## src/rtl/uer_pkg.sv

```systemverilog
`default_nettype none
// ----------------------------------------------------------------------------
// uer_pkg: shared types and constants of the ultrasonic echo ranger
// Payload structs, register map, opcodes and timing constants used by the
// ranger's modules.
// ----------------------------------------------------------------------------
package uer_pkg;

  // Configuration port
  localparam int ADDR_W = 4;
  localparam int DATA_W = 32;

  localparam logic [1:0] REG_MODE   = 2'd0;
  localparam logic [1:0] REG_PERIOD = 2'd1;
  localparam logic [1:0] REG_TPU    = 2'd2;

  localparam logic       MODE_RST   = 1'b0;
  localparam logic [9:0] PERIOD_RST = 10'd60;
  localparam logic [9:0] TPU_RST    = 10'd400;

  // Opcodes of an input item; the unused code behaves as a plain tick.
  localparam logic [1:0] OP_TICK  = 2'd0;
  localparam logic [1:0] OP_READ  = 2'd1;
  localparam logic [1:0] OP_WRITE = 2'd2;

  localparam logic       MODE_ONESHOT = 1'b0;

  // Timing constants
  localparam logic [3:0]  TRIG_US   = 4'd10;
  localparam logic [10:0] US_PER_MS = 11'd1000;
  localparam logic [15:0] ECHO_MAX  = 16'hFFFF;
  // Distance scale: cm = us * CM_NUM / CM_DEN
  localparam logic [10:0] CM_NUM    = 11'd17;
  localparam logic [10:0] CM_DEN    = 11'd1000;

  localparam int RING_DEPTH_DEF = 5;
  localparam int DIST_W         = 11;

  typedef struct packed {
    logic [1:0] opcode;
    logic       echo_level;
    logic       write_value;
  } uer_in_t;

  typedef struct packed {
    logic              trigger_out;
    logic              read_valid;
    logic [DIST_W-1:0] read_distance;
    logic              buffer_empty;
    logic              sampling_busy;
  } uer_out_t;

  // Events from the echo timer for the current tick
  typedef struct packed {
    logic              us_tick;
    logic              push;
    logic [DIST_W-1:0] push_cm;
  } uer_echo_evt_t;

  // Ring status for the current tick
  typedef struct packed {
    logic              popped;
    logic [DIST_W-1:0] pop_data;
    logic              empty;
  } uer_ring_stat_t;

  // Controller outputs for the current tick
  typedef struct packed {
    logic trigger;
    logic sampling;
    logic ring_clear;
  } uer_ctrl_t;

endpackage
`default_nettype wire

```

## src/rtl/uer_echo_timer.sv

```systemverilog
`default_nettype none
// ----------------------------------------------------------------------------
// uer_echo_timer: microsecond prescaler and echo pulse measurement
// Divides the clock into microsecond ticks and times the echo pulse. The
// distance in centimeters is kept up to date as the pulse grows, so it is
// ready when the falling edge arrives.
// ----------------------------------------------------------------------------
module uer_echo_timer (
  input  wire logic                   clk,
  input  wire logic                   rst_n,
  input  wire logic                   step,
  input  wire logic                   echo_level,
  input  wire logic [9:0]             ticks_per_us,
  output uer_pkg::uer_echo_evt_t      evt
);
  import uer_pkg::*;

  logic [9:0]        presc_r, presc_nxt;
  logic [15:0]       us_r, us_nxt;
  logic [DIST_W-1:0] cm_r, cm_nxt;
  logic [9:0]        rem_r, rem_nxt;
  logic              prev_r;

  logic [9:0]  tpu_eff;
  logic        us_tick;
  logic        rise;
  logic        fall;
  logic [10:0] rem_sum;

  always_comb begin
    tpu_eff = (ticks_per_us == 10'd0) ? 10'd1 : ticks_per_us;
    us_tick = ({1'b0, presc_r} + 11'd1) >= {1'b0, tpu_eff};
    presc_nxt = us_tick ? 10'd0 : presc_r + 10'd1;

    rise = echo_level && !prev_r;
    fall = !echo_level && prev_r;

    us_nxt  = rise ? 16'd0 : us_r;
    cm_nxt  = rise ? '0 : cm_r;
    rem_nxt = rise ? 10'd0 : rem_r;
    rem_sum = {1'b0, rem_nxt} + CM_NUM;

    // Each counted microsecond adds 17/1000 cm; carry whole centimeters out
    // of the remainder.
    if (echo_level && us_tick && (us_nxt != ECHO_MAX)) begin
      us_nxt = us_nxt + 16'd1;
      if (rem_sum >= CM_DEN) begin
        rem_nxt = 10'(rem_sum - CM_DEN);
        cm_nxt  = cm_nxt + DIST_W'(1);
      end else begin
        rem_nxt = rem_sum[9:0];
      end
    end

    evt.us_tick = us_tick;
    evt.push    = fall;
    evt.push_cm = cm_r;
  end

  always_ff @(posedge clk) begin
    if (!rst_n) begin
      presc_r <= 10'd0;
      us_r    <= 16'd0;
      cm_r    <= '0;
      rem_r   <= 10'd0;
      prev_r  <= 1'b0;
    end else if (step) begin
      presc_r <= presc_nxt;
      us_r    <= us_nxt;
      cm_r    <= cm_nxt;
      rem_r   <= rem_nxt;
      prev_r  <= echo_level;
    end
  end

endmodule
`default_nettype wire

```

## src/rtl/uer_ring.sv

```systemverilog
`default_nettype none
// ----------------------------------------------------------------------------
// uer_ring: distance ring buffer
// Holds measured distances; a push into a full ring overwrites the oldest
// entry. The entries at the read pointer and the one after it are read ahead
// into registers, so a pop in the same tick as a push needs no async read.
// ----------------------------------------------------------------------------
module uer_ring #(
  parameter int RING_DEPTH = uer_pkg::RING_DEPTH_DEF
) (
  input  wire logic                         clk,
  input  wire logic                         rst_n,
  input  wire logic                         step,
  input  wire logic                         push,
  input  wire logic [uer_pkg::DIST_W-1:0]   push_data,
  input  wire logic                         pop_req,
  input  wire logic                         clear,
  output uer_pkg::uer_ring_stat_t           stat
);
  import uer_pkg::*;

  localparam int PTR_W = $clog2(RING_DEPTH);
  localparam int CNT_W = $clog2(RING_DEPTH + 1);

  logic [DIST_W-1:0] mem [RING_DEPTH];
  logic [DIST_W-1:0] head0_r, head1_r;

  logic [PTR_W-1:0] wp_r, wp_nxt;
  logic [PTR_W-1:0] rp_r, rp_nxt;
  logic [CNT_W-1:0] fill_r, fill_nxt;

  logic             full;
  logic [PTR_W-1:0] rp_a;
  logic [CNT_W-1:0] fill_a;
  logic             pop;
  logic [PTR_W-1:0] rp_nxt_p1;

  function automatic logic [PTR_W-1:0] nxt_idx(input logic [PTR_W-1:0] i);
    return (i == PTR_W'(RING_DEPTH - 1)) ? '0 : i + PTR_W'(1);
  endfunction

  always_comb begin
    full   = (fill_r == CNT_W'(RING_DEPTH));
    wp_nxt = wp_r;
    rp_a   = rp_r;
    fill_a = fill_r;
    if (push) begin
      wp_nxt = nxt_idx(wp_r);
      if (full) begin
        rp_a = nxt_idx(rp_r);
      end else begin
        fill_a = fill_r + CNT_W'(1);
      end
    end

    pop = pop_req && (fill_a != '0);
    // An entry pushed in this tick into an empty ring is read straight back.
    if (push && (rp_a == wp_r)) begin
      stat.pop_data = push_data;
    end else if (push && full) begin
      stat.pop_data = head1_r;
    end else begin
      stat.pop_data = head0_r;
    end

    rp_nxt   = rp_a;
    fill_nxt = fill_a;
    if (pop) begin
      rp_nxt   = nxt_idx(rp_a);
      fill_nxt = fill_a - CNT_W'(1);
    end
    if (clear) begin
      wp_nxt   = '0;
      rp_nxt   = '0;
      fill_nxt = '0;
    end
    rp_nxt_p1 = nxt_idx(rp_nxt);

    stat.popped = pop;
    stat.empty  = (fill_nxt == '0);
  end

  always_ff @(posedge clk) begin
    if (step) begin
      if (push) begin
        mem[wp_r] <= push_data;
      end
      head0_r <= (push && (wp_r == rp_nxt)) ? push_data : mem[rp_nxt];
      head1_r <= (push && (wp_r == rp_nxt_p1)) ? push_data : mem[rp_nxt_p1];
    end
  end

  always_ff @(posedge clk) begin
    if (!rst_n) begin
      wp_r   <= '0;
      rp_r   <= '0;
      fill_r <= '0;
    end else if (step) begin
      wp_r   <= wp_nxt;
      rp_r   <= rp_nxt;
      fill_r <= fill_nxt;
    end
  end

`ifndef NO_ASSERTIONS
  a_fill_bound: assert property (@(posedge clk) disable iff (!rst_n)
    fill_r <= CNT_W'(RING_DEPTH))
    else $error("ring fill count exceeds depth");

  a_empty_ptrs: assert property (@(posedge clk) disable iff (!rst_n)
    (fill_r == '0) |-> (rp_r == wp_r))
    else $error("empty ring with unequal pointers");
`endif

endmodule
`default_nettype wire

```

## src/rtl/uer_ctrl.sv

```systemverilog
`default_nettype none
// ----------------------------------------------------------------------------
// uer_ctrl: trigger, periodic timer and request decoding
// Times the trigger pulse, runs the millisecond period of periodic sampling
// and acts on read and write requests.
// ----------------------------------------------------------------------------
module uer_ctrl (
  input  wire logic                   clk,
  input  wire logic                   rst_n,
  input  wire logic                   step,
  input  wire logic [1:0]             opcode,
  input  wire logic                   write_value,
  input  wire logic                   mode,
  input  wire logic [9:0]             period_ms,
  input  wire uer_pkg::uer_echo_evt_t evt,
  input  wire logic                   popped,
  output uer_pkg::uer_ctrl_t          ctrl
);
  import uer_pkg::*;

  logic       sampling_r, sampling_nxt;
  logic       periodic_r, periodic_nxt;
  logic [3:0] trig_r, trig_nxt;
  logic [9:0] us_in_ms_r, us_in_ms_nxt;
  logic [9:0] ms_left_r, ms_left_nxt;

  logic [9:0]  period_eff;
  logic [10:0] us_sum;

  always_comb begin
    period_eff   = (period_ms == 10'd0) ? 10'd1 : period_ms;
    sampling_nxt = sampling_r;
    periodic_nxt = periodic_r;
    trig_nxt     = trig_r;
    us_in_ms_nxt = us_in_ms_r;
    ms_left_nxt  = ms_left_r;
    us_sum       = {1'b0, us_in_ms_r} + 11'd1;

    // A falling echo edge ends the measurement.
    if (evt.push) begin
      sampling_nxt = 1'b0;
    end
    if (evt.us_tick && (trig_r != 4'd0)) begin
      trig_nxt = trig_r - 4'd1;
    end

    if (periodic_r && evt.us_tick) begin
      if (us_sum >= US_PER_MS) begin
        us_in_ms_nxt = 10'd0;
        if (ms_left_r > 10'd1) begin
          ms_left_nxt = ms_left_r - 10'd1;
        end else begin
          ms_left_nxt  = period_eff;
          trig_nxt     = TRIG_US;
          sampling_nxt = 1'b1;
        end
      end else begin
        us_in_ms_nxt = us_sum[9:0];
      end
    end

    unique case (opcode)
      OP_READ: begin
        // Read on an empty ring starts a measurement unless one is running.
        if (!popped && !sampling_nxt) begin
          trig_nxt     = TRIG_US;
          sampling_nxt = 1'b1;
        end
      end
      OP_WRITE: begin
        if (mode == MODE_ONESHOT) begin
          if (!sampling_nxt) begin
            trig_nxt     = TRIG_US;
            sampling_nxt = 1'b1;
          end
        end else if (write_value) begin
          if (!periodic_r) begin
            periodic_nxt = 1'b1;
            us_in_ms_nxt = 10'd0;
            ms_left_nxt  = period_eff;
            trig_nxt     = TRIG_US;
            sampling_nxt = 1'b1;
          end
        end else begin
          periodic_nxt = 1'b0;
          sampling_nxt = 1'b0;
        end
      end
      default: begin
      end
    endcase

    ctrl.trigger    = (trig_nxt != 4'd0);
    ctrl.sampling   = sampling_nxt;
    ctrl.ring_clear = (opcode == OP_WRITE) && (mode == MODE_ONESHOT) && write_value;
  end

  always_ff @(posedge clk) begin
    if (!rst_n) begin
      sampling_r <= 1'b0;
      periodic_r <= 1'b0;
      trig_r     <= 4'd0;
      us_in_ms_r <= 10'd0;
      ms_left_r  <= 10'd0;
    end else if (step) begin
      sampling_r <= sampling_nxt;
      periodic_r <= periodic_nxt;
      trig_r     <= trig_nxt;
      us_in_ms_r <= us_in_ms_nxt;
      ms_left_r  <= ms_left_nxt;
    end
  end

`ifndef NO_ASSERTIONS
  a_trig_bound: assert property (@(posedge clk) disable iff (!rst_n)
    trig_r <= TRIG_US)
    else $error("trigger countdown above pulse length");

  a_ms_in_range: assert property (@(posedge clk) disable iff (!rst_n)
    {1'b0, us_in_ms_r} < US_PER_MS)
    else $error("microsecond-in-millisecond counter out of range");
`endif

endmodule
`default_nettype wire

```

## src/rtl/ultrasonic_echo_ranger.sv

```systemverilog
`default_nettype none
// ----------------------------------------------------------------------------
// ultrasonic_echo_ranger: ultrasonic range-finder controller
// Each input request is one sampled clock tick of the echo line plus an
// optional read or write command; each produces one result with the trigger
// level, any popped distance and the ring and sampling status.
// ----------------------------------------------------------------------------
//  Channel   Handshake             Payload
//  in_       in_valid / in_stall   uer_in_t  (opcode, echo_level, write_value)
//  out_      out_valid / out_stall uer_out_t (trigger, read, status)
//  APB       psel/penable/pready   mode, period_ms, ticks_per_us
//
//  One request per cycle sustained while out_stall is low; each request is held
//  in the input register and its result is registered in the output register.
//  All per-tick work is one combinational pass from the input register.
//  A stall on the output holds the result and backs up into in_stall.
//  Reset (rst_n low, synchronous) clears all control state; no clearing pass.
// ----------------------------------------------------------------------------
module ultrasonic_echo_ranger #(
  parameter int RING_DEPTH = uer_pkg::RING_DEPTH_DEF
) (
  input  wire logic                         clk,
  input  wire logic                         rst_n,

  input  wire logic                         in_valid,
  output logic                              in_stall,
  input  wire uer_pkg::uer_in_t             in_data,

  output logic                              out_valid,
  input  wire logic                         out_stall,
  output uer_pkg::uer_out_t                 out_data,

  input  wire logic                         psel,
  input  wire logic                         penable,
  input  wire logic                         pwrite,
  input  wire logic [uer_pkg::ADDR_W-1:0]   paddr,
  input  wire logic [uer_pkg::DATA_W-1:0]   pwdata,
  output logic [uer_pkg::DATA_W-1:0]        prdata,
  output logic                              pready
);
  import uer_pkg::*;

  logic       mode_r;
  logic [9:0] period_r;
  logic [9:0] tpu_r;

  logic     in_valid_r;
  uer_in_t  in_item_r;
  logic     out_valid_r;
  uer_out_t out_data_r;
  logic     advance;

  uer_echo_evt_t  evt;
  uer_ring_stat_t rstat;
  uer_ctrl_t      ctrl;
  uer_out_t       result;

  // Configuration registers
  assign pready = 1'b1;

  always_ff @(posedge clk) begin
    if (!rst_n) begin
      mode_r   <= MODE_RST;
      period_r <= PERIOD_RST;
      tpu_r    <= TPU_RST;
    end else if (psel && penable && pwrite) begin
      unique case (paddr[3:2])
        REG_MODE:   mode_r   <= pwdata[0];
        REG_PERIOD: period_r <= pwdata[9:0];
        REG_TPU:    tpu_r    <= pwdata[9:0];
        default: begin
        end
      endcase
    end
  end

  always_comb begin
    unique case (paddr[3:2])
      REG_MODE:   prdata = {{(DATA_W - 1){1'b0}}, mode_r};
      REG_PERIOD: prdata = {{(DATA_W - 10){1'b0}}, period_r};
      REG_TPU:    prdata = {{(DATA_W - 10){1'b0}}, tpu_r};
      default:    prdata = '0;
    endcase
  end

  // Request flow: input register, one processing pass, output register.
  assign advance  = in_valid_r && (!out_valid_r || !out_stall);
  assign in_stall = in_valid_r && !advance;

  always_ff @(posedge clk) begin
    if (!rst_n) begin
      in_valid_r  <= 1'b0;
      out_valid_r <= 1'b0;
    end else begin
      if (!in_stall) begin
        in_valid_r <= in_valid;
      end
      if (advance) begin
        out_valid_r <= 1'b1;
      end else if (!out_stall) begin
        out_valid_r <= 1'b0;
      end
    end
  end

  always_ff @(posedge clk) begin
    if (!in_stall && in_valid) begin
      in_item_r <= in_data;
    end
    if (advance) begin
      out_data_r <= result;
    end
  end

  uer_echo_timer u_echo (
    .clk          (clk),
    .rst_n        (rst_n),
    .step         (advance),
    .echo_level   (in_item_r.echo_level),
    .ticks_per_us (tpu_r),
    .evt          (evt)
  );

  uer_ring #(
    .RING_DEPTH (RING_DEPTH)
  ) u_ring (
    .clk       (clk),
    .rst_n     (rst_n),
    .step      (advance),
    .push      (evt.push),
    .push_data (evt.push_cm),
    .pop_req   (in_item_r.opcode == OP_READ),
    .clear     (ctrl.ring_clear),
    .stat      (rstat)
  );

  uer_ctrl u_ctrl (
    .clk         (clk),
    .rst_n       (rst_n),
    .step        (advance),
    .opcode      (in_item_r.opcode),
    .write_value (in_item_r.write_value),
    .mode        (mode_r),
    .period_ms   (period_r),
    .evt         (evt),
    .popped      (rstat.popped),
    .ctrl        (ctrl)
  );

  always_comb begin
    result.trigger_out   = ctrl.trigger;
    result.read_valid    = rstat.popped;
    result.read_distance = rstat.popped ? rstat.pop_data : '0;
    result.buffer_empty  = rstat.empty;
    result.sampling_busy = ctrl.sampling;
  end

  assign out_valid = out_valid_r;
  assign out_data  = out_data_r;

`ifndef NO_ASSERTIONS
  a_adv_result: assert property (@(posedge clk) disable iff (!rst_n)
    advance |=> out_valid_r)
    else $error("processed request produced no result");

  a_no_dist_without_pop: assert property (@(posedge clk) disable iff (!rst_n)
    advance && !rstat.popped |=> out_data_r.read_distance == '0)
    else $error("distance reported without a pop");
`endif

endmodule
`default_nettype wire
```

## config.mk

```make
export PLATFORM = sky130hd
export DESIGN_NAME = ultrasonic_echo_ranger
export DESIGN_NICKNAME = d
export VERILOG_FILES = /design/src/rtl/uer_pkg.sv /design/src/rtl/uer_echo_timer.sv /design/src/rtl/uer_ring.sv /design/src/rtl/uer_ctrl.sv /design/src/rtl/ultrasonic_echo_ranger.sv
export SDC_FILE = /design/constraint.sdc
export NUM_CORES = 1
export LEC_CHECK = 0
export BUFFER_PORTS_ARGS = -buffer_cell sky130_fd_sc_hd__buf_2
export CORE_MARGIN = 2
export CORE_UTILIZATION = 55
export DETAILED_ROUTE_END_ITERATION = 7
export PLACE_DENSITY = 0.84
export SLEW_MARGIN = 20
export SYNTH_ARGS = -nofsm -noshare
export SYNTH_HDL_FRONTEND = slang
export SYNTH_HIERARCHICAL = 1
export SYNTH_SLANG_ARGS = --single-unit
```

## constraint.sdc

```tcl
create_clock -name clk -period 13.5 [get_ports clk]
set_input_delay 0.675 -clock clk [delete_from_list [all_inputs] [get_ports clk]]
set_output_delay 0.675 -clock clk [all_outputs]
set_load 0.01 [all_outputs]
```

==> flow_summary.yaml <==
floorplanning:
  rows: 53
  pin_count: 97
  die-area_sq_um: 22700
  dieWidth_microns: 150.7
  core_area_sq_um: 21090
  die_y_microns: 150.7
  start_util_pct: 56.09
grt:
  antenna_found_initial: 0
  grt_start_max_net_pins: 80
  grt_pass1_wl_microns: 43450
  grt_pass1_vias: 8963
  overflow: 0
  grt_util_all_layers_pct: 23.37
power:
  combPwrFrac_pct: 6.5
  vdd_drop_max_mv: 0.08366
  seqPwrFrac_pct: 46.5
  p_per_area_nw_per_um2: 109.3
  power.share.switching_pct: 22.28
  p_sw_mw: 0.3138
  pwr-share-clk_pct: 47.0
  power.internal_mw: 1.094
  leakage_nw: 4.630
cts:
  root_buffer: "clkbuf_16"
  insertion_delay_ns: 0.51
  htreeDepth: 1
  cts_hold_buf: 0
  path_clk_slew_ns: 0.06
  post_cts_buffers: 0
  numCtsBuffers: 22
  clkSinkCount: 202
  post_cts_resized: 0
  clock_path_buffers: 3
  cts_tree: "done"
routing:
  drtIter0Drc: 792
  vias_per_cell: 6.208
  ant_nets: 0
  drc: 0
  num_vias: 9579
  routed_wl_microns: 26740
  first_pass_iters: 5
  wire_per_inst_microns: 17.33
synth:
  yosysSeqAreaShare_pct: 42.31
  syn_inst: 1243
  synth_cell_types: 97
  yosys_warnings: 6
  synth_top_area_cell: "edfxtp_1"
  synth-main-ff-cell: "dfxtp_1"
  syn_avg_cell_area_sq_um: 9.516
  ys_async_sr_fraction_pct: 0
  synth_seq_cells: 202
  synth_edf_count: 96
  yosysTopAreaCellShare_pct: 24.37
  synth_area_leaders: "edfxtp_1 (24%), dfxtp_1 (18%), mux2i_1 (6.1%), nand2_1 (4.3%), ha_1 (3.4%)"
  syn_area_sq_um: 11830
setup_path:
  required_ns: 13.76
  startpoint: "in_item_r[1]"
  worstSetupEndpointType: "register"
  worstSetupStartpointType: "register"
  critPathKind: "register to register"
  r2r_start: "in_item_r[1]"
  worstPathArrival_ns: 6.40
  cp_max_fo: 21
layout:
  area_growth_syn_to_layout_pct: 8.928
  final_common_cell: "nand2_1"
  mostFrequentLayoutCells: "nand2_1 (134), dfxtp_1 (106), edfxtp_1 (96)"
  drive_gt1_share_pct: 12.85
  fill_cells: 1687
  num_antenna_cells: 0
  layout.nets: 1331
  fin_cells: 1543
timing:
  max_freq_mhz: 162.9
  tightest_slew_ns: 1.042
  period_minus_slack_ns: 6.139
  drv_slew: 0
  setup_viol: 0
  finalClockSkew_ns: 0.01501
  tns_ns: 0
  hold_viol_final: 0
  rsz0062_at_grt: "no"
  fin_crit_sh_pct: 45.47
  maxSlewHeadroom_pct: 30.27
place:
  dp_cells: 1503
  routabilityCongestion: 0.8460
  io_buffers: 49
  hpwlAfterDp_microns: 17750
job:
  drv_cap: 0
min_path:
  hold_class: "input port to register"
  hold_start: "in_data[2]"
run_status:
  outcome: "completed"
-- cell type report --
class                           instances  area (sq um)  share of cell area, %
Clock inverter                         12         147.6                  1.146
Inverter                               43         166.4                  1.292
Multi-Input combinational cell        925          6231                  48.36
Sequential cell                       202          5005                  38.84
Timing Repair Buffer                   58         312.8                  2.428
Tap cell                              275         344.1                  2.670
Clock buffer                           28         678.2                  5.263
-- power by group through the flow --
stage	Clock [mW]	Combinational, mW	Sequential (mW)
after floorplan	0	0.0709	0.667
after global placement	0	0.0865	0.668
final	0.662	0.0916	0.655
after global routing	0.695	0.100	0.656
after detailed placement	0	0.0893	0.668
after CTS	0.671	0.0900	0.655
-- Yosys cell counts, drive strengths merged, types with 4 or more instances --
cell type  count
a211oi         4
a21boi         8
a21o          14
a21oi         76
a22o          12
a31o          11
a31oi         11
a32o           5
a41oi          5
and2          29
and3          23
and4           5
buf           53
clkbuf        41
dfxtp        106
edfxtp        96
ha            32
inv           40
mux2          22
mux2i         73
nand2        134
nand2b        25
nand3         60
nand4         23
nor2          58
nor2b         21
nor3          17
nor4          17
nor4b          6
o211ai        16
o21a          10
o21ai         55
o221ai         8
o22ai          5
o2bb2ai       13
o31ai          6
or2            4
or3            9
xnor2         23
xor2          13
-- routing by layer --
layer / vias to the layer above / part of all wire, % / track usage, %
met2: 380 / 48 / 39.32
met3: 62 / 6.7 / 3.303
met5: - / 0 / 0
li1: 4561 / - / -
met4: 0 / 2.6 / 8.224
met1: 4576 / 42 / 30.89
-- through the flow --
step           instance area, sq um  total power [mW]  utilization [%]  hold WS (ns)  worst slack [ns]
5_1_grt                       12880             1.452            61.10        0.3413             7.016
3_3_place_gp                  12060            0.7543            57.17        0.4687             7.610
3_5_place_dp                  12060            0.7576            57.17        0.4733             7.446
6_report                      12880             1.408            61.10        0.3520             7.361
2_1_floorplan                 11910            0.7384                -        0.4469             7.523
4_1_cts                       12880             1.416            61.09        0.3357             7.448
-- registers in the layout, summed over array words and instances (netlist names) --
signal,flops
u_ring/mem,55
u_echo/us_r,16
out_data,15
u_echo/cm_r,11
u_ring/head0_r,11
u_ring/head1_r,11
period_r,10
tpu_r,10
u_ctrl/ms_left_r,10
u_ctrl/us_in_ms_r,10
u_echo/presc_r,10
u_echo/rem_r,10
in_item_r,4
u_ctrl/trig_r,4
u_ring/fill_r,3
u_ring/rp_r,3
u_ring/wp_r,3
in_valid_r,1
mode_r,1
out_valid,1
u_ctrl/periodic_r,1
u_ctrl/sampling_r,1
u_echo/prev_r,1
-- kinds of logic after synthesis --
kind of cell / count (synthesis) / synth area share [%]
AO/OA/AOI/OAI: 293 / 17.38
adder cells (fa/ha/maj): 32 / 3.385
buffers and inverters: 137 / 5.955
multiplexers: 95 / 8.568
other: 2 / 0.06349
AND/OR/NAND/NOR: 446 / 19.61
XOR/XNOR: 36 / 2.729
flip-flops: 202 / 42.31
-- critical path: stages (launching register included) --
cell and delay, ns:
edfxtp_1 0.52, nor2b_1 0.17, buf_4 0.23, a21boi_0 0.39
xnor2_1 0.22, ha_1 0.21, ha_1 0.17, nand2b_1 0.27
inv_1 0.34, o31a_1 0.20, nand4_1 0.18, a21o_1 0.45
ha_1 0.29, inv_1 0.09, a311o_1 0.27, o32a_1 0.30
a31oi_2 0.18, buf_4 0.33, xnor2_1 0.22, or3_4 0.53
mux2_4 0.33
-- final timing paths --
kind                        to  slack (ns)  depth (start not counted)
max          u_ring/head1_r[1]        7.36                         20
min               in_item_r[2]        0.35                          1
max reg2reg  u_ring/head1_r[1]        7.36                         20
min reg2reg           tpu_r[0]        0.48                          2
No activity file was read; power rests on OpenSTA's default activity.
